--- src/rtl/fsle_pkg.sv ---
// Shared types, constants and tap helpers for the same-length correlation filter.
package fsle_pkg;

  localparam int NUM_COEFS   = 6;
  localparam int COEF_W      = 16;
  localparam int OUT_W       = 34;
  localparam int OUT_TDATA_W = 40;
  localparam int CFG_IDX_W   = 3;
  localparam int CFG_DATA_W  = 16;
  localparam int TAPS_W      = 3;
  localparam int D_W         = 2;
  localparam int SEEN_CLIP_W = 3;
  localparam int JOB_DEPTH   = 4;
  localparam int JOB_PTR_W   = 2;
  localparam int JOB_CNT_W   = 3;

  typedef enum logic [CFG_IDX_W-1:0] {
    REG_PAD_MODE  = 3'd0,
    REG_TAP_COUNT = 3'd1,
    REG_COEF_0    = 3'd2,
    REG_COEF_1    = 3'd3,
    REG_COEF_2    = 3'd4,
    REG_COEF_3    = 3'd5,
    REG_COEF_4    = 3'd6,
    REG_COEF_5    = 3'd7
  } cfg_reg_t;

  // One queued job: results for window offsets d_hi down to d_lo.
  typedef struct packed {
    logic [D_W-1:0]         d_hi;
    logic [D_W-1:0]         d_lo;
    logic                   last;
    logic [SEEN_CLIP_W-1:0] seen;
  } job_ctl_t;

  // Tap count in use: zero counts as one, and it is capped at lim.
  function automatic logic [TAPS_W-1:0] eff_taps(input logic [TAPS_W-1:0] tc,
                                                 input logic [TAPS_W-1:0] lim);
    logic [TAPS_W-1:0] t;
    t = tc;
    if (t == '0) t = TAPS_W'(1);
    if (t > lim) t = lim;
    return t;
  endfunction

  function automatic logic [D_W-1:0] shift_of(input logic [TAPS_W-1:0] taps);
    return D_W'(taps >> 1);
  endfunction

  function automatic logic [D_W-1:0] lag_of(input logic [TAPS_W-1:0] taps);
    logic [TAPS_W-1:0] l;
    l = taps - TAPS_W'(1) - (taps >> 1);
    return D_W'(l);
  endfunction

endpackage

--- src/rtl/fsle_queue.sv ---
// Short job queue that decouples the front end from the multiply-add back end.
module fsle_queue #(
  parameter int W = 8
) (
  input  logic         clk,
  input  logic         rst,
  input  logic         push,
  input  logic [W-1:0] push_data,
  input  logic         pop,
  output logic         full,
  output logic         head_valid,
  output logic [W-1:0] head_data
);
  import fsle_pkg::*;

  logic [W-1:0]         mem [JOB_DEPTH];
  logic [JOB_PTR_W-1:0] wr_ptr;
  logic [JOB_PTR_W-1:0] rd_ptr;
  logic [JOB_CNT_W-1:0] count;

  assign full       = (count == JOB_CNT_W'(JOB_DEPTH));
  assign head_valid = (count != '0);
  assign head_data  = mem[rd_ptr];

  always_ff @(posedge clk) begin
    if (rst) begin
      wr_ptr <= '0;
      rd_ptr <= '0;
      count  <= '0;
    end else begin
      if (push) wr_ptr <= wr_ptr + JOB_PTR_W'(1);
      if (pop)  rd_ptr <= rd_ptr + JOB_PTR_W'(1);
      if (push && !pop) begin
        count <= count + JOB_CNT_W'(1);
      end else if (pop && !push) begin
        count <= count - JOB_CNT_W'(1);
      end
    end
  end

  always_ff @(posedge clk) begin
    if (push) mem[wr_ptr] <= push_data;
  end

`ifndef SYNTHESIS
  a_no_overflow: assert property (@(posedge clk) disable iff (rst) push |-> !full || pop)
    else $error("job queue written while full");
  a_no_underflow: assert property (@(posedge clk) disable iff (rst) pop |-> head_valid)
    else $error("job queue read while empty");
  a_count_bound: assert property (@(posedge clk) disable iff (rst)
                                  count <= JOB_CNT_W'(JOB_DEPTH))
    else $error("job queue count out of range");
`endif

endmodule

--- config.mk ---
export PLATFORM = sky130hd
export DESIGN_NAME = fsle_queue
export DESIGN_NICKNAME = d
export VERILOG_FILES = /design/src/rtl/fsle_pkg.sv /design/src/rtl/fsle_queue.sv
export SDC_FILE = /design/constraint.sdc
export NUM_CORES = 1
export LEC_CHECK = 0
export BUFFER_PORTS_ARGS = -buffer_cell sky130_fd_sc_hd__buf_2
export CORE_MARGIN = 2
export CORE_UTILIZATION = 30
export CTS_BUF_LIST = sky130_fd_sc_hd__clkbuf_8
export CTS_CLUSTER_SIZE = 30
export DETAILED_ROUTE_END_ITERATION = 6
export SLEW_MARGIN = 20
export SYNTH_ARGS = -nofsm -noshare
export SYNTH_HDL_FRONTEND = slang
export SYNTH_SLANG_ARGS = --single-unit
--- constraint.sdc ---
create_clock -name clk -period 4.59 [get_ports clk]
set_input_delay 0.6885 -clock clk [delete_from_list [all_inputs] [get_ports clk]]
set_output_delay 0.6885 -clock clk [all_outputs]
set_load 0.05 [all_outputs]
* Yosys cells after proc, flatten, opt, wreduce, memory -nomap -nowiden
Memories as Yosys holds them, arrays and structs flattened. A register that Yosys moved wholly into a read port is not among the register bits.
Index checks and enable logic that the tools add are counted.
** Storage, ports and cells
- ROM bits :: 0
- Bits in latches :: 0
- Bits in writable memories :: 32
- Memories kept :: 1
- Word-level logic and storage cells :: 21
- Output and inout port bits :: 10
- Flip-flop bits (word level) :: 7
- Input bits :: 12
** Operators by class
- Shift-type cells :: 0
- Equality and inequality tests :: 1
- Divide/modulo/power cells :: 0
- $add $sub $neg :: 4
- Reduce and logical (&&, ||, !) cells :: 6
- Multiply operators :: 0
- $lt $le $gt $ge :: 0
- Bitwise logic cells :: 0
- Multiplexer cells :: 6
** Memories
- mem :: depth 4, bits a word 8, read ports 1, clocked after Yosys merged registers in 1, wr ports 1, line fsle_queue.sv:16 : logic [W-1:0] mem [JOB_DEPTH];
** Operator list (number)
- 3-bit two-way mux :: 2
- 2-bit by 1-bit adder with 2-bit output, second input constant :: 2
- 2-bit two-way mux :: 2
- 3-bit by 1-bit adder with 3-bit output, second input constant :: 1
- 3-bit equality test, second input constant :: 1
- 3-bit nonzero test :: 1
- 3-bit by 1-bit subtractor with 3-bit output, second input constant :: 1
- 1-bit logical AND :: 2
- 1-bit logical NOT :: 2
- 1-bit two-way mux :: 2
- 2-bit nonzero test :: 1

* Logic depth before layout (Yosys ltp)
Gate-level depths: netlist of the first run.
- Depth in word-level cells :: 4
- Gate-level depth with buffers :: 7
- Gate-level depth less buffers :: 7

* Worst setup path before layout of the first run
OpenSTA, ideal clock, no wires.
- Path type :: register -> output
- Start :: register count[1]
- End :: output port full
- Required time :: 3.902 ns
- Arrival time :: 1.497 ns
- Cell stages (with the launch flop) :: 2
- Path slack :: 2.404 ns
- Cells stage by stage :: dfxtp_1 nor3b_1
** On the way
- Cells in the longest elaborated chain, start to end :: 1
** Ends and longest elaborated chain
- from (decl) :: line fsle_queue.sv:19 : logic [JOB_CNT_W-1:0] count;
- from (signal assigned) :: line fsle_queue.sv:34 : count <= count + JOB_CNT_W'(1);
- from (signal assigned) :: line fsle_queue.sv:36 : count <= count - JOB_CNT_W'(1);
- 3-bit equality test :: line fsle_queue.sv:21 : assign full = (count == JOB_CNT_W'(JOB_DEPTH));
- to (decl) :: line fsle_queue.sv:10 : output logic full,
No other way between the ends.

==> impl_metrics.yaml, run 1 <==
yosys:
  synth_async_sr_flop_share_pct: 0
  yosysSeqAreaShare_pct: 71.9
  syn_nets: 104
  synth_edf_count: 32
  synth_top_cells_by_area: "sky130_fd_sc_hd__edfxtp_1 (61%), sky130_fd_sc_hd__dfxtp_1 (11%), sky130_fd_sc_hd__mux4_2 (11%)"
  instance_count_of_the_mapped_netlist: 86
  yosys.cell_count.top_type: "sky130_fd_sc_hd__edfxtp_1"
  synth.avg_cell_area_um2: 18.5
  netlist_area_before_placement_mm2: 0.00159
  synth_top_area_share_pct: 60.5
  ys_ff_latch: 41
  synth.top_cells.by_count: "sky130_fd_sc_hd__edfxtp_1 (32), sky130_fd_sc_hd__dfxtp_1 (9), sky130_fd_sc_hd__mux4_2 (8)"
  synth_top_area_cell: "sky130_fd_sc_hd__edfxtp_1"
  ys_types: 19
  ys_dominant_reg_cell: "sky130_fd_sc_hd__edfxtp_1"
  yosys_warnings: 0
global_routing:
  grt_first_pass_wirelength_um: 4560
  grt_max_degree: 14
  grtUsageTotal_pct: 10.6
  overflow: 0
  first_global_vias: 899
  grt_antenna_before_repair: 0
route:
  routed-wl-met3_um: 167
  drt-vias-per-instance: 4.34
  first_pass_iters: 3
  route.detailed.wl_per_inst_um: 14.8
  met2_wirelength_um: 1400
  ant_nets: 0
  route.top_layer_used: "met4"
  route.final.wire_length_um: 2690
  route.vias.total: 789
  detail_route.drc_violations: 0
  drt_iter0_drc: 46
  drt-met1-wl_um: 1090
cells_and_area:
  register_area_mm2: 0.00114
  layout.nets: 129
  antenna-diode-count: 0
  drive_gt1_share_pct: 32.1
  final_util_pct: 36.6
  syn_to_final_growth_pct: 17.8
  post_layout_nonfiller_instances: 182
  filler_cell_count: 493
  multiInputGateArea_um2: 412
  post-route-cell-area_mm2: 0.00187
placement:
  post_place_worst_slack_ps: 2330
  port-buffer-count: 21
  post-dp-hpwl_um: 1880
  place_inst: 174
  placement.cell_area_mm2: 0.00176
  finalWeightedCongestion: 0.666
timing:
  setup_viol: 0
  final.setup.tns_ps: 0
  hold-worst-slack_ps: 536
  timing.final.ws_setup_ps: 2130
  timing.final.crit_share_pct: 53.7
  timing.slew.headroom_pct: 62.2
  final_hold_viol_count: 0
  max_slew.worst_pin.slew_ps: 566
  rsz0062_at_grt: "false"
  timing.final.max_slew_violations: 0
  fin_skew_ps: 5.56
  final.min_clock_period_ps: 2460
  clock.fmax_mhz: 406
cts:
  cts_num_sinks: 41
  cts-root-to-sink-buffers: 2
  clkLatencyLatePin_ps: 290
  cts.repair_timing.setup_buffer_count: 0
  clock_tree_from_tritoncts: "built"
  cts-resized-gates: 0
  cts-buffers-inserted: 5
  clk_root_buffer_cell: "sky130_fd_sc_hd__clkbuf_8"
  clkTransAtPathRegs_ps: 70
  ctsHoldBuffers: 0
  h-tree-depth: 2
flow_run:
  maxCapViolCount: 0
worst_setup_path:
  cp_max_fo: 8
  worst_ep_arrival_time_ps: 1770
  worst_path_max_delay_cell: "sky130_fd_sc_hd__dfxtp_1"
  critPathBufInv: 1
  crit_path_max_incr_delay_ps: 680
  worstSetupEndpointType: "output port"
  ff2ff_setup_slack_ps: 3040
  cp_data_required_time_ps: 3900
  critical_path_source_type: "register"
  path_cells: "mux4_2, buf_2"
  critical_path_class: "register to output port"
  cp_top_family: "flip-flops"
min_path:
  hp-class: "register to register"
floorplan:
  floorplan.initialDensity_pct: 31.1
  die_footprint_mm2: 0.00589
  floorplan.core_area_mm2: 0.00511
  fp.dieW_um: 76.8
  row_count: 26
  die_h_um: 76.8
  ios: 22
power_and_ir_drop:
  peakVddDrop_mv: 0.169
  cellPowerDensity_mw_per_mm2: 461
  post-layout-total-power_uw: 861
  total_leakage_power_nw: 0.673
status:
  outcome: "complete, no violations"
layout by cell type (no fill, tap or decap):
cell,count
sky130_fd_sc_hd__a21oi_1,1
sky130_fd_sc_hd__nand2_1,1
sky130_fd_sc_hd__nor2_1,7
sky130_fd_sc_hd__xor2_1,3
sky130_fd_sc_hd__xnor2_1,2
sky130_fd_sc_hd__inv_1,4
sky130_fd_sc_hd__or3_1,2
sky130_fd_sc_hd__fa_1,1
sky130_fd_sc_hd__o21ai_0,1
sky130_fd_sc_hd__clkinvlp_4,1
sky130_fd_sc_hd__buf_2,21
sky130_fd_sc_hd__mux4_2,8
sky130_fd_sc_hd__mux2i_1,2
sky130_fd_sc_hd__clkinv_1,1
sky130_fd_sc_hd__ha_1,5
sky130_fd_sc_hd__dfxtp_1,9
sky130_fd_sc_hd__bufinv_16,1
sky130_fd_sc_hd__clkbuf_8,5
sky130_fd_sc_hd__nor3b_1,1
sky130_fd_sc_hd__edfxtp_1,32
sky130_fd_sc_hd__and2_1,4
power by group:
| part | switching (mW) | total, mW | internal (mW) |
|---|---|---|---|
| Clock | 0.123 | 0.283 | 0.160 |
| Combinational | 0.0904 | 0.136 | 0.0460 |
| Sequential | 0.0181 | 0.442 | 0.424 |
cells by family after synthesis:
logic type	Yosys count	share of synthesized area, %
and+or+nand+nor	15	4.73
AOI/OAI and AO/OA	2	0.630
muxes	10	12.6
DFF	41	71.9
xor gates and xnor gates	5	2.76
buffers and inverters	7	2.21
adders and majority gates	6	5.20
path summary, 6_finish.rpt:
check / from / end / cells after the start
worst min-delay path: rd_ptr[1]$_SDFFE_PP0P_ / rd_ptr[1]$_SDFFE_PP0P_ / 2
worst min register to register: rd_ptr[1]$_SDFFE_PP0P_ / rd_ptr[1]$_SDFFE_PP0P_ / 2
worst max register to register: count[0]$_SDFFE_PP0P_ / count[2]$_SDFFE_PP0P_ / 4
worst max-delay path: register / head_data[3] / 2
state kept, by name (all words and copies together) (netlist names), named ones only:
name    cells
count       3
rd_ptr      2
mem        32
wr_ptr      2
routing by layer:
layer  up-vias  GRT usage (%)
met3         4           4.47
met2        22           17.7
li1        366              -
met1       397           11.8
met5         -              0
met4         0           4.36
final cells by class:
cell class / count / share of cell area [%]
Clock buffer: 5 / 3.68
Clock inverter: 3 / 2.21
Inverter: 4 / 0.803
Multi-Input combinational cell: 38 / 22.0
Sequential cell: 41 / 61.0
Tap cell: 70 / 4.68
Timing Repair Buffer: 21 / 5.62
worst reg2reg max path, delay by kind of cell, from the launching register on:
kind            cells  cell delay [ps]
xor+xnor            1              190
compound gates      1              150
simple gates        1              320
fa+ha+maj           1              460
flops               1              360
No activity file was read; power rests on OpenSTA's default activity.
==> run 2, diff against run 1 <==
- clock period: 4.59 -> 2.15 ns (I/O delays scaled with it)
==> impl_metrics.yaml, run 2 (synthesis results as in run 1) <==
global_routing:
  first_global_vias: 870
  global_route_met3_utilization_pct: 3.06
  gr-usage-met2_pct: 16.0
  grt_busiest_layer: "met2"
  grtUsageTotal_pct: 9.79
  grt_antenna_before_repair: 0
  grt.met1_usage_pct: 11.7
  grt_first_pass_wirelength_um: 4280
  grt_max_degree: 13
  overflow: 0
timing:
  final.min_clock_period_ps: 1890
  clock.fmax_mhz: 529
  timing.final.ws_setup_ps: 258
  fin_skew_ps: 7.52
  max_slew.worst_pin.slew_ps: 464
  timing.final.crit_share_pct: 88.0
  final.setup.tns_ps: 0
  rsz0062_at_grt: "false"
  timing.final.max_slew_violations: 0
  setup_viol: 0
  timing.slew.headroom_pct: 69.1
  final_hold_viol_count: 0
status:
  outcome: "complete, no violations"
route:
  route.final.wire_length_um: 2620
  route.vias.total: 787
  first_pass_iters: 4
  drt-vias-per-instance: 4.32
  detail_route.drc_violations: 0
  drt_iter0_drc: 65
  route.detailed.wl_per_inst_um: 14.4
  ant_nets: 0
placement:
  finalWeightedCongestion: 0.683
  post_place_worst_slack_ps: 328
  post-dp-hpwl_um: 1820
  placement.cell_area_mm2: 0.00177
  port-buffer-count: 21
worst_setup_path:
  cp_data_required_time_ps: 1830
  timing.rr.start: "count[0]$_SDFFE_PP0P_"
  worst-r2r-cell-count: 4
  worst_ep_arrival_time_ps: 1570
  timing.rr.end: "count[2]$_SDFFE_PP0P_"
  ff2ff_setup_slack_ps: 650
  endpoint: "head_data[3]"
  critical_path_class: "register to output port"
  worstSetupEndpointType: "output port"
  cp_max_fo: 8
  critical_path_source_type: "register"
cells_and_area:
  most-common-layout-cells: "sky130_fd_sc_hd__edfxtp_1 (32), sky130_fd_sc_hd__buf_2 (21), sky130_fd_sc_hd__dfxtp_1 (9)"
  post-route-cell-area_mm2: 0.00187
  layout.nets: 130
  antenna-diode-count: 0
  syn_to_final_growth_pct: 17.9
  top_register: "mem"
  most_frequent_standard_cell_in_the_layout_excluding_fill_and_tap_cells: "sky130_fd_sc_hd__edfxtp_1"
  largest_reg_flops: 32
  reg.largest.list: "mem (32), count (3)"
  drive_gt1_share_pct: 33.0
floorplan:
  fp.dieW_um: 76.8
  floorplan.core_area_mm2: 0.00511
  ios: 22
  die_footprint_mm2: 0.00589
  die_h_um: 76.8
  row_count: 26
  floorplan.initialDensity_pct: 31.1
power_and_ir_drop:
  cellPowerDensity_mw_per_mm2: 975
  total_leakage_power_nw: 0.680
  peakVddDrop_mv: 0.610
cts:
  cts-buffers-inserted: 5
  cts-root-to-sink-buffers: 2
  clock_tree_from_tritoncts: "built"
  cts-resized-gates: 0
  clkLatencyLatePin_ps: 290
  h-tree-depth: 2
  cts_num_sinks: 41
  ctsHoldBuffers: 0
  clk_root_buffer_cell: "sky130_fd_sc_hd__clkbuf_8"
  clkTransAtPathRegs_ps: 80
  cts.repair_timing.setup_buffer_count: 0
flow_run:
  maxCapViolCount: 0
min_path:
  hp-class: "primary input to register"
## run 2: cell count changes in the layout (fill, tap and decap cells not counted), sizes merged
cell / delta
clkinvlp: -1
buf: +1
## run 2: final cells by class
| class | count | area, um^2 |
|---|---|---|
| flip-flops and latches | 41 | 1140 |
| clock buffers | 5 | 68.8 |
| repair buffers | 22 | 113 |
| inverters | 4 | 15.0 |
| clock inverters | 2 | 35.0 |
| well taps | 70 | 87.6 |
| fillers | 494 | 3240 |
| multi-input cells | 38 | 412 |
## run 2: worst min-delay path by stage
stage	startpoint	endpoint	depth (start not counted)
global route	push_data[6]	mem[3][6]$_DFFE_PP_	1
CTS	push_data[6]	mem[1][6]$_DFFE_PP_	1
finish	push_data[6]	mem[1][6]$_DFFE_PP_	1
global placement	count[2]$_SDFFE_PP0P_	count[2]$_SDFFE_PP0P_	2
floorplan	push_data[0]	mem[0][0]$_DFFE_PP_	0
detailed placement	count[2]$_SDFFE_PP0P_	count[2]$_SDFFE_PP0P_	2
## run 2: through the flow
step | utilization [%] | std cells | total power [mW] | hold WS (ps)
floorplan | - | 86 | 1.18 | 421
global placement | 34.6 | 175 | 1.24 | 471
detailed placement | 34.6 | 175 | 1.26 | 511
CTS | 36.6 | 182 | 1.85 | 240
global route | 36.6 | 182 | 1.90 | 246
finish | 36.6 | 182 | 1.82 | 248
## run 2: metal layers
layer	vias to the layer above	share of wire, %
met1	392	44
li1	368	-
met2	22	50
met5	-	0
met3	5	4.5
met4	0	1.6
## run 2: critical path, stage by stage (launching register included)
cell,delay [ps]
sky130_fd_sc_hd__dfxtp_1,310
sky130_fd_sc_hd__buf_4,210
sky130_fd_sc_hd__mux4_2,530
sky130_fd_sc_hd__buf_2,230
## run 2: power breakdown
| part | internal, mW | switching, mW |
|---|---|---|
| Sequential | 0.905 | 0.0299 |
| Combinational | 0.102 | 0.202 |
| Clock | 0.337 | 0.250 |
