[config.mk]
export PLATFORM = sky130hd
export DESIGN_NAME = fsle_front
export DESIGN_NICKNAME = d
export VERILOG_FILES = /design/src/rtl/fsle_pkg.sv /design/src/rtl/fsle_front.sv
export SDC_FILE = /design/constraint.sdc
export NUM_CORES = 1
export LEC_CHECK = 0
export BUFFER_PORTS_ARGS = -buffer_cell sky130_fd_sc_hd__buf_2
export CAP_MARGIN = 5
export CORE_ASPECT_RATIO = 0.8
export CORE_UTILIZATION = 43
export DETAILED_ROUTE_END_ITERATION = 8
export HOLD_SLACK_MARGIN = 0.12
export PLACE_DENSITY = 0.75
export REMOVE_ABC_BUFFERS = 1
export SYNTH_ARGS = -nofsm -noshare
export SYNTH_HDL_FRONTEND = slang
export SYNTH_SLANG_ARGS = --single-unit
[constraint.sdc]
create_clock -name clk -period 2.6 [get_ports clk]
set_input_delay 0.39 -clock clk [delete_from_list [all_inputs] [get_ports clk]]
set_output_delay 0.39 -clock clk [all_outputs]
set_load 0.01 [all_outputs]
[src/rtl/fsle_pkg.sv]
// Shared types, constants and tap helpers for the same-length correlation filter.
package fsle_pkg;

  localparam int NUM_COEFS   = 6;
  localparam int COEF_W      = 16;
  localparam int OUT_W       = 34;
  localparam int OUT_TDATA_W = 40;
  localparam int CFG_IDX_W   = 3;
  localparam int CFG_DATA_W  = 16;
  localparam int TAPS_W      = 3;
  localparam int D_W         = 2;
  localparam int SEEN_CLIP_W = 3;
  localparam int JOB_DEPTH   = 4;
  localparam int JOB_PTR_W   = 2;
  localparam int JOB_CNT_W   = 3;

  typedef enum logic [CFG_IDX_W-1:0] {
    REG_PAD_MODE  = 3'd0,
    REG_TAP_COUNT = 3'd1,
    REG_COEF_0    = 3'd2,
    REG_COEF_1    = 3'd3,
    REG_COEF_2    = 3'd4,
    REG_COEF_3    = 3'd5,
    REG_COEF_4    = 3'd6,
    REG_COEF_5    = 3'd7
  } cfg_reg_t;

  // One queued job: results for window offsets d_hi down to d_lo.
  typedef struct packed {
    logic [D_W-1:0]         d_hi;
    logic [D_W-1:0]         d_lo;
    logic                   last;
    logic [SEEN_CLIP_W-1:0] seen;
  } job_ctl_t;

  // Tap count in use: zero counts as one, and it is capped at lim.
  function automatic logic [TAPS_W-1:0] eff_taps(input logic [TAPS_W-1:0] tc,
                                                 input logic [TAPS_W-1:0] lim);
    logic [TAPS_W-1:0] t;
    t = tc;
    if (t == '0) t = TAPS_W'(1);
    if (t > lim) t = lim;
    return t;
  endfunction

  function automatic logic [D_W-1:0] shift_of(input logic [TAPS_W-1:0] taps);
    return D_W'(taps >> 1);
  endfunction

  function automatic logic [D_W-1:0] lag_of(input logic [TAPS_W-1:0] taps);
    logic [TAPS_W-1:0] l;
    l = taps - TAPS_W'(1) - (taps >> 1);
    return D_W'(l);
  endfunction

endpackage

[src/rtl/fsle_front.sv]
// Front end: keeps the sample window and turns each item into a queued job.
module fsle_front #(
  parameter int MAX_TAPS    = 6,
  parameter int SAMPLE_BITS = 16
) (
  input  logic                                         clk,
  input  logic                                         rst,
  input  logic                                         accept,
  input  logic signed [SAMPLE_BITS-1:0]                sample,
  input  logic                                         last_sample,
  input  logic [fsle_pkg::TAPS_W-1:0]                  taps,
  output logic                                         push,
  output fsle_pkg::job_ctl_t                           job_ctl,
  output logic [(fsle_pkg::NUM_COEFS+1)*SAMPLE_BITS-1:0] job_samples
);
  import fsle_pkg::*;

  localparam int SEEN_W = $clog2(MAX_TAPS + 1);

  logic signed [SAMPLE_BITS-1:0] window      [MAX_TAPS];
  logic signed [SAMPLE_BITS-1:0] window_next [MAX_TAPS];
  logic signed [SAMPLE_BITS-1:0] first;
  logic signed [SAMPLE_BITS-1:0] first_next;
  logic [SEEN_W-1:0]             seen;
  logic [SEEN_W-1:0]             seen_next;
  logic [D_W-1:0]                lag;
  int                            cnt;

  always_comb begin
    seen_next  = (int'(seen) < MAX_TAPS) ? seen + SEEN_W'(1) : seen;
    first_next = (seen == '0) ? sample : first;
    window_next[0] = sample;
    for (int j = 1; j < MAX_TAPS; j++) begin
      window_next[j] = window[j-1];
    end
    lag = lag_of(taps);
    cnt = (int'(seen_next) < int'(lag) + 1) ? int'(seen_next) : int'(lag) + 1;

    job_ctl.seen = (int'(seen_next) > 7) ? SEEN_CLIP_W'(7) : SEEN_CLIP_W'(seen_next);
    if (last_sample) begin
      // The last item flushes every output still owed, newest offset last.
      push         = accept;
      job_ctl.d_hi = D_W'(cnt - 1);
      job_ctl.d_lo = '0;
      job_ctl.last = 1'b1;
    end else begin
      push         = accept && (int'(seen_next) > int'(lag));
      job_ctl.d_hi = lag;
      job_ctl.d_lo = lag;
      job_ctl.last = 1'b0;
    end

    job_samples = '0;
    for (int j = 0; j < NUM_COEFS; j++) begin
      if (j < MAX_TAPS) begin
        job_samples[j*SAMPLE_BITS +: SAMPLE_BITS] = window_next[j];
      end
    end
    job_samples[NUM_COEFS*SAMPLE_BITS +: SAMPLE_BITS] = first_next;
  end

  always_ff @(posedge clk) begin
    if (rst) begin
      seen <= '0;
    end else if (accept) begin
      seen <= last_sample ? '0 : seen_next;
    end
  end

  always_ff @(posedge clk) begin
    if (accept) begin
      first <= first_next;
      for (int j = 0; j < MAX_TAPS; j++) begin
        window[j] <= window_next[j];
      end
    end
  end

endmodule

# Word-level counts from Yosys, hierarchy flattened
# Memories as Yosys holds them, arrays and structs flattened.
# Index checks and enable logic that the tools add are counted.
dict set report word_totals {
  register_bits 19
  mem_bits_rw 96
  mem_count 1
  out_inout_bits 121
  in_bits 23
}
# name words width rd rd_clocked_by_memory_dff write_ports line
set memory_table {}
lappend memory_table {window 6 16 5 0 6 fsle_front.sv:20} ;# logic signed [SAMPLE_BITS-1:0] window [MAX_TAPS];
dict set report op_classes {
  addsub 5
  n_mux 8
  order_cmp 3
  reduce_logical 2
}
# cell count
set op_table {}
lappend op_table {{16-bit 2-to-1 mux} 1}
lappend op_table {{3-bit 2-to-1 mux} 2}
lappend op_table {{5-bit 2-to-1 mux} 1}
lappend op_table {{2-bit by 1-bit subtractor with 2-bit output, second input constant} 2}
lappend op_table {{2-bit by 1-bit adder with 3-bit output, second input constant} 1}
lappend op_table {{3-bit by 1-bit adder with 3-bit output, second input constant} 1}
lappend op_table {{3-bit by 2-bit > comparator with 1-bit output} 1}
lappend op_table {{3-bit zero test} 1}
lappend op_table {{3-bit less-than comparator} 1}
lappend op_table {{3-bit less-than comparator, second input constant} 1}
lappend op_table {{1-bit 2-to-1 mux} 3}
lappend op_table {{2-bit 2-to-1 mux} 1}
lappend op_table {{2-bit subtractor} 1}
lappend op_table {{1-bit logical AND} 1}

# Logic depth before layout (Yosys ltp)
# Gate-level depths: netlist (run 1).
dict set report logic_depth {
  word_depth 7
  mapped_depth 12
}

# Least setup slack after synthesis (run 1)
# No wires, ideal clock.
dict set report synth_timing {
  path_type {input to output}
  from {input taps[1] (netlist name)}
  to {output job_ctl[7] (netlist name)}
  arrival_ps 2471
  cell_stages 12
  slack_ps -261
  required_time_ps 2210
  n_path_buf 0
  cell_sequence {inv_1 -> ha_1 -> xnor2_1 -> xnor2_1 -> inv_1 -> ha_1 -> inv_1 -> ha_1 -> a21boi_0 -> or3_1 -> a311o_1 -> a31o_1}
}
# element line
set synth_rtl {}
lappend synth_rtl {{start, declared} fsle_front.sv:11} ;# input logic [fsle_pkg::TAPS_W-1:0] taps,
lappend synth_rtl {{end, declared} fsle_front.sv:13} ;# output fsle_pkg::job_ctl_t job_ctl,

==> flow_summary_export.csv, run 1 <==
group,metric,value,unit
outcome,outcome,"complete, but fails checks",
outcome,violations,"negative setup slack",
logic_synthesis,syn_area,3660,um2
drt,first_pass_iters,4,
power_and_ir_drop,p_leak,2.04,nW
placement,gp_congestion,0.824,
worst_setup_path,cp_max_fo,3,
finish,final_cell_mix,"140 x buf_2, 96 x edfxtp_1, 18 x buf_4",
drt,vias,2222,
clock_tree,clkTransAtPathRegs,0.09,ns
timing,setup_slack,-0.410,ns
logic_synthesis,syn_avg_cell_area,19.2,um2
timing,rsz0062_at_grt,"yes",
power_and_ir_drop,p_total,0.00328,W
drt,via_per_inst,4.81,
grt,globalRouteTotalUtil,15.3,%
timing,period_share,116,%
logic_synthesis,yosysWarnings,0,
grt,grt_start_max_net_pins,43,
timing,slew_viol_final,0,
logic_synthesis,yosysTopAreaCell,"edfxtp_1",
clock_tree,ctsHtreeMaxLevel,3,
finish,area_growth,35.3,%
logic_synthesis,synth_cells,191,
placement,dp_hpwl,4.76,mm
logic_synthesis,synth_edf_count,96,
grt,grt_pass1_wl,10.3,mm
drt,ant_nets,0,
floorplan,io_pins,144,
worst_setup_path,required,2.21,ns
finish,layout.cells.most_common,"buf_2",
floorplan,start_util,45.3,%
floorplan,die_area,8890,um2
timing,finalSetupViolations,3,
grt,antenna_found_initial,0,
placement,io_buffer_count,143,
worst_setup_path,cp-end-kind,"primary output",
finish,nets,379,
clock_tree,worstSkewPairLatency,0.35,ns
worst_setup_path,crit_type,"reg -> out",
power_and_ir_drop,powerDensity,663,nW/um2
clock_tree,cts_sinks,99,
finish,drive_above_1_share,63.0,%
finish,n_fill_cell,621,
timing,worst_pin_slew,0.445,ns
clock_tree,cts_buffers,9,
drt,drc,0,
timing,clock_skew,0.0120,ns
worst_setup_path,rrSetupSlack,0.79,ns
run,maxCapViolations,0,
drt,routed_wl,7.27,mm
timing,min_period,3.01,ns
worst_hold_path,hp-class,"in -> reg",
logic_synthesis,synthArstFlopShare,0,%
grt,grt_pass1_vias,2008,
worst_setup_path,cp_data_arrival_time,2.62,ns
grt,overflow,0,
logic_synthesis,ys_ff_latch,99,
power_and_ir_drop,max-vdd-ir-drop,0.310,mV
logic_synthesis,synth_top_cell_area_share,78.7,%
worst_setup_path,worst_setup_path_start_kind,"flop",
logic_synthesis,yosys-top-cells-area,"edfxtp_1 79%, mux2_2 4.9%, buf_4 3.5%, ha_1 2.4%, dfxtp_1 1.6%",
clock_tree,cts.hold.buffers_added,0,
floorplan,row_count,29,
drt,wl_per_cell,15.7,um
logic_synthesis,synth_seq_area_share,80.4,%
timing,worst_slew_margin_rel,70.4,%
finish,fin_util,61.2,%
logic_synthesis,ys_types,31,
logic_synthesis,synthFlopType,"edfxtp_1",
timing,hold_viol,0,
clock_tree,cts_tree,"built",
clock_tree,clock_tree.root_cell,"clkbuf_8",
timing,fmax,332,MHz
floorplan,die-width,105,um
drt,drt_iter0_drc,72,
clock_tree,clk_path_buf_depth,2,
finish,antennaDiodeCount,0,
floorplan,fp.coreArea,8090,um2
floorplan,die_y,84.5,um
power breakdown:
group / leakage (nW) / internal, W / switching (W)
clock network: 0.0934 / 0.000367 / 0.000531
registers: 0.965 / 0.00187 / 0.0000401
logic: 0.977 / 0.000219 / 0.000256
total: 2.04 / 0.00246 / 0.000827
cells by family (layout without fill, tap and decap cells):
| family | after synthesis | after routing | share of synthesized area [%] |
|---|---|---|---|
| xor gates and xnor gates | 4 | 4 | 0.957 |
| AOI/OAI and AO/OA | 14 | 14 | 2.56 |
| adders and majority gates | 8 | 8 | 2.70 |
| DFF | 99 | 99 | 80.4 |
| muxes | 18 | 18 | 5.47 |
| and+or+nand+nor | 20 | 20 | 3.28 |
| buffers and inverters | 28 | 191 | 4.68 |
path summary, 6_finish.rpt:
path / startpoint / to / depth (start not counted)
hold reg to reg: window[1][9] / window[2][9] / 0
setup reg to reg: seen[1] / first[4] / 6
hold / removal: rst / seen[2] / 2
setup / recovery: seen[1] / job_ctl[7] / 9
stage by stage:
step	setup WS [ns]	hold WS (ns)	setup TNS [ns]	instances	area [um2]
finish	-0.410	0.231	-0.765	462	4960
floorplan	-0.261	0.459	-0.261	172	3520
global route	-0.482	0.203	-1.01	462	4960
detailed placement	-0.495	0.427	-0.742	436	4490
global placement	-0.437	0.426	-0.646	436	4490
CTS	-0.375	0.207	-0.493	455	4780
what timing repair did:
item,4_1_cts,5_1_grt
setup endpoints to repair,3,3
resized for setup,17,23
buffers inserted,3,8
pin swaps,10,11
synth_stat cells, types with 2 or more instances:
cell	number
edfxtp_1	96
buf_4	17
mux2_2	16
inv_1	9
ha_1	7
nor2_1	7
a21oi_1	5
xnor2_1	4
dfxtp_1	3
a21boi_0	2
buf_2	2
mux2i_1	2
nand2b_1	2
o21ai_0	2
critical path, cell delays in order (launching register included):
cell and delay (ns):
dfxtp_2 0.38, buf_6 0.11, and2b_1 0.19, a21oi_2 0.23
ha_4 0.25, a21boi_4 0.13, or3_1 0.32, a311o_1 0.32
a31o_1 0.21, buf_2 0.14
layout make-up:
| type | count | area (um2) | share of cell area [%] |
|---|---|---|---|
| clock buffers | 10 | 128 | 2.58 |
| clock inverters | 6 | 55.1 | 1.11 |
| inverters | 9 | 36.3 | 0.732 |
| multi-input cells | 64 | 721 | 14.5 |
| flip-flops and latches | 99 | 2950 | 59.5 |
| well taps | 108 | 135 | 2.73 |
| repair buffers | 166 | 935 | 18.9 |
registers in the layout, indices dropped and copies added, names as in the netlist:
name and cells:
first 16, window 80, seen 3
per-layer routing:
| layer | wire length, um | GRT usage (%) | share of wire, % | vias to the layer above |
|---|---|---|---|---|
| li1 | - | - | - | 1022 |
| met1 | 3030 | 18.8 | 42 | 1083 |
| met2 | 3660 | 25.5 | 50 | 97 |
| met3 | 435 | 4.89 | 6.0 | 20 |
| met4 | 155 | 5.38 | 2.1 | 0 |
| met5 | 0 | 0 | 0 | - |
Power figures use the tool's default switching activity.
==> run 2, diff against run 1 <==
Settings changed: RECOVER_POWER set to 50.
==> flow_summary_export.csv, run 2 (same netlist as run 1, synthesis figures left out) <==
group,metric,value,unit
worst_setup_path,cp_max_fo,3,
clock_tree,ctsHtreeMaxLevel,3,
clock_tree,worstSkewPairLatency,0.35,ns
finish,final_cells,462,
finish,n_fill_cell,638,
drt,vias,2187,
outcome,violations,"max-capacitance violations, max-slew violations, negative setup slack",
clock_tree,cts_sinks,99,
worst_setup_path,path_delay_family,"compound AO/OA/AOI/OAI gates",
grt,antenna_found_initial,0,
timing,worst_slew_margin_rel,-18.1,%
drt,wl_per_cell,15.6,um
clock_tree,cts_tree,"built",
finish,final_cell_mix,"108 x buf_2, 96 x edfxtp_1, 34 x clkbuf_1",
timing,hold_viol,0,
power_and_ir_drop,max-vdd-ir-drop,0.311,mV
finish,area_growth,33.8,%
finish,drive_above_1_share,53.7,%
finish,nets,379,
finish,multi_input_area,721,um2
placement,io_buffer_count,143,
floorplan,die_y,84.5,um
power_and_ir_drop,p_leak,1.94,nW
clock_tree,clock_tree.root_cell,"clkbuf_8",
timing,worst_pin_slew,1.77,ns
drt,highest_layer,"met4",
placement,dp_hpwl,4.76,mm
outcome,outcome,"complete, but fails checks",
finish,layout.cells.most_common,"buf_2",
floorplan,start_util,45.3,%
worst_setup_path,cp_data_arrival_time,2.62,ns
worst_setup_path,worst_setup_path_start_kind,"flop",
timing,rsz0062_at_grt,"yes",
grt,globalRouteTotalUtil,15.3,%
drt,via_per_inst,4.73,
worst_setup_path,crit_buf_inv,2,
floorplan,io_pins,144,
worst_hold_path,hp-class,"in -> reg",
drt,first_pass_iters,4,
clock_tree,clk_path_buf_depth,2,
floorplan,die_area,8890,um2
placement,place_ws,-0.495,ns
worst_setup_path,cp-end-kind,"primary output",
worst_setup_path,required,2.21,ns
worst_setup_path,crit_type,"reg -> out",
clock_tree,cts.hold.buffers_added,0,
timing,finalSetupViolations,3,
grt,grt_pass1_vias,2008,
drt,dr_wl_met3,444,um
drt,wl_met2,3.72,mm
power_and_ir_drop,powerDensity,668,nW/um2
drt,routed_wl,7.23,mm
finish,largestRegisters,"window (80), first (16), seen (3)",
clock_tree,clkTransAtPathRegs,0.09,ns
finish,largest_register_ffs,80,
floorplan,row_count,29,
worst_setup_path,crit_path_max_incr_delay,0.38,ns
clock_tree,cts_buffers,9,
floorplan,die-width,105,um
worst_setup_path,slowest_stage,"dfxtp_2",
finish,antennaDiodeCount,0,
floorplan,fp.coreArea,8090,um2
run,maxCapViolations,1,
finish,stdcell_area,4900,um2
timing,setup_slack,-0.414,ns
drt,drt_iter0_drc,68,
drt,ant_nets,0,
drt,met1Wirelength,2.92,mm
timing,period_share,116,%
grt,overflow,0,
placement,placed_cells,436,
grt,grt_start_max_net_pins,43,
finish,top_register,"window",
grt,grt_pass1_wl,10.3,mm
timing,min_period,3.01,ns
drt,drc,0,
worst_setup_path,path_cells,"buf_6, and2b_1, a21oi_2, ha_4, a21boi_4, or3_1, a311o_1, a31o_1, buf_2",
placement,gp_congestion,0.824,
timing,slew_viol_final,36,
timing,fmax,332,MHz
placement,dpl-instance-area,4490,um2
finish,regArea,2950,um2
timing,clock_skew,0.0111,ns
run 2: layer usage:
| layer | vias up | global-route usage, % |
|---|---|---|
| met4 | 0 | 5.38 |
| met3 | 18 | 4.89 |
| li1 | 1020 | - |
| met5 | - | 0 |
| met1 | 1051 | 18.8 |
| met2 | 98 | 25.5 |
run 2: timing repair:
| item | 4_1_cts | 5_1_grt |
|---|---|---|
| resized for setup | 17 | 23 |
| setup buffers | 3 | 8 |
| endpoints found under the setup margin | 3 | 3 |
| gates cloned | 0 | 0 |
| pin swaps | 10 | 11 |
run 2: cell type report:
type | instances | area share [%]
Clock inverter | 6 | 1.12
Tap cell | 108 | 2.76
Clock buffer | 10 | 2.60
Inverter | 9 | 0.741
Timing Repair Buffer | 166 | 17.9
Sequential cell | 99 | 60.1
Multi-Input combinational cell | 64 | 14.7
run 2: final timing paths:
check | from | end | slack (ns) | depth (start not counted)
worst max-delay path | seen[1] | job_ctl[7] | -0.41 | 9
worst max register to register | seen[1] | first[4] | 0.79 | 6
worst min register to register | window[1][4] | window[2][4] | 0.45 | 0
worst min-delay path | rst | seen[2] | 0.23 | 2
run 2: power by group:
part           internal, W  switching, W
registers          0.00187     0.0000400
clock network     0.000367      0.000527
logic             0.000210      0.000255
run 2: per-stage QoR:
step                      util (%)  TNS (ns)  total power, W  hold WS, ns
final                         60.6    -0.759         0.00327        0.230
after global routing          60.6     -5.26         0.00341        0.203
after CTS                     59.1    -0.493         0.00328        0.207
after detailed placement      55.5    -0.742         0.00235        0.427
after global placement        55.5    -0.646         0.00234        0.426
after floorplan                  -    -0.261         0.00212        0.459
==> run 3, diff against run 2 <==
Settings changed: CORE_MARGIN set to 1.5, GPL_TIMING_DRIVEN set to 1.
==> flow_summary_export.csv, run 3 (same netlist as run 1, synthesis figures left out) <==
group,metric,value,unit
outcome,outcome,"complete, but fails checks",
outcome,violations,"negative setup slack",
power_and_ir_drop,p_leak,1.88,nW
worst_setup_path,cp_common_cell,"ha_4",
grt,grt_start_max_net_pins,51,
worst_setup_path,cp-end-kind,"primary output",
drt,first_pass_iters,5,
timing,setup_slack,-0.279,ns
floorplan,die-width,106,um
timing,worst_pin_slew,1.19,ns
grt,met1_usage,18.7,%
timing,hold_viol,0,
finish,regArea,2950,um2
finish,final_cell_mix,"107 x buf_2, 96 x edfxtp_1, 35 x clkbuf_1",
finish,n_fill_cell,668,
timing,finalSetupViolations,2,
floorplan,io_pins,144,
floorplan,row_count,29,
timing,min_period,2.88,ns
timing,rsz0062_at_grt,"yes",
clock_tree,cts_buffers,9,
worst_setup_path,reg2reg_depth,5,
finish,stdcell_area,4760,um2
worst_setup_path,cp_max_fo,2,
grt,overflow,0,
clock_tree,clkTransAtPathRegs,0.09,ns
timing,slew_viol_final,0,
finish,largestRegisters,"window (80), first (16), seen (3)",
grt,grt_pass1_vias,2030,
grt,grt_busiest_layer,"met2",
worst_setup_path,required,2.21,ns
worst_setup_path,critPathLaunch,"taps[1]",
drt,drt_iter0_drc,69,
floorplan,start_util,45.3,%
placement,dpl-instance-area,4490,um2
finish,area_growth,29.9,%
finish,layout.cells.most_common,"buf_2",
finish,drive_above_1_share,51.9,%
worst_setup_path,rr_startpoint,"seen[0]",
floorplan,die_y,85.5,um
worst_setup_path,cp_data_arrival_time,2.49,ns
finish,top_register,"window",
drt,via_per_inst,4.69,
worst_hold_path,hp-class,"in -> reg",
drt,wl_per_cell,15.1,um
power_and_ir_drop,powerDensity,681,nW/um2
worst_hold_path,min_from,"rst",
timing,fin_setup_tns,-0.484,ns
drt,ant_nets,0,
timing,fmax,347,MHz
power_and_ir_drop,max-vdd-ir-drop,0.302,mV
drt,drc,0,
timing,clock_skew,0.00867,ns
clock_tree,clk_path_buf_depth,2,
timing,period_share,111,%
finish,multi_input_area,644,um2
clock_tree,cts_tree,"built",
worst_setup_path,crit_path_max_incr_delay,0.30,ns
grt,grt_pass1_wl,10.4,mm
finish,largest_register_ffs,80,
run,maxCapViolations,0,
grt,use_met3,5.47,%
finish,antennaDiodeCount,0,
worst_setup_path,worst_setup_path_start_kind,"input port",
clock_tree,cts.hold.buffers_added,0,
finish,nets,372,
worst_hold_path,holdPathStages,2,
placement,place_ws,-0.469,ns
clock_tree,worstSkewPairLatency,0.35,ns
clock_tree,clock_tree.root_cell,"clkbuf_8",
placement,gp_congestion,0.842,
drt,vias,2132,
grt,antenna_found_initial,0,
floorplan,die_area,9080,um2
placement,io_buffer_count,143,
timing,worst_slew_margin_rel,20.6,%
clock_tree,cts_sinks,99,
drt,routed_wl,6.85,mm
clock_tree,ctsHtreeMaxLevel,3,
grt,globalRouteTotalUtil,15.2,%
worst_setup_path,crit_type,"in -> out",
floorplan,fp.coreArea,8090,um2
placement,dp_hpwl,4.74,mm
grt,grt_use_met2,25.3,%
worst_setup_path,path_cells,"buf_8, inv_4, ha_4, xnor2_2, xnor2_1, inv_1, ha_2, inv_2, ha_4, a21boi_2, or3_1, a311o_1, a31o_1, buf_2",
worst_setup_path,slowest_stage,"or3_1",
[run 3: cell types whose count changed in the layout (fill, tap and decap cells not counted), moves of 2 or more]
cell and change:
ha_4 -3, buf_4 -4, inv_1 -2, ha_2 +2, buf_6 -5, inv_2 +2, clkbuf_2 +2
[run 3: final cells by class]
| cell class | count | share of cell area, % |
|---|---|---|
| Clock buffer | 10 | 2.68 |
| Clock inverter | 6 | 1.24 |
| Inverter | 9 | 0.763 |
| Multi-Input combinational cell | 64 | 13.5 |
| Sequential cell | 99 | 61.9 |
| Tap cell | 108 | 2.84 |
| Timing Repair Buffer | 159 | 17.0 |
[run 3: per-stage QoR]
stage	util, %	power (W)	cells	hold WS, ns
after floorplan	-	0.00212	172	0.459
after global placement	55.5	0.00234	436	0.424
after detailed placement	55.5	0.00235	436	0.428
after CTS	59.1	0.00327	455	0.212
after global routing	58.8	0.00338	455	0.220
final	58.8	0.00324	455	0.237
[run 3: routing by layer]
layer,wire length (um),up-vias
li1,-,1013
met1,2780,1022
met2,3510,89
met3,500,8
met4,68,0
met5,0,-
[run 3: worst max-delay path, delay by kind of cell]
kind / cells / cell delay [ns]
AOI/OAI and AO/OA: 3 / 0.59
adders and majority gates: 3 / 0.51
buffers and inverters: 5 / 0.37
xor gates and xnor gates: 2 / 0.32
and+or+nand+nor: 1 / 0.30
[run 3: what timing repair did]
item,in CTS,in global routing
pin swaps,10,6
hold endpoints to repair,0,0
buffers inserted,3,1
setup endpoints to repair,3,3
gates resized for setup,20,9
[run 3: worst paths after layout]
kind,end,slack (ns)
max reg2reg,first[1],0.86
min,seen[2],0.24
max,job_ctl[7],-0.28
min reg2reg,window[2][7],0.45
[run 3: power breakdown]
part / internal (W) / switching [W] / leakage, nW
Clock: 0.000366 / 0.000529 / 0.0902
Sequential: 0.00187 / 0.0000406 / 0.965
Combinational: 0.000191 / 0.000240 / 0.823
Total: 0.00243 / 0.000809 / 1.88
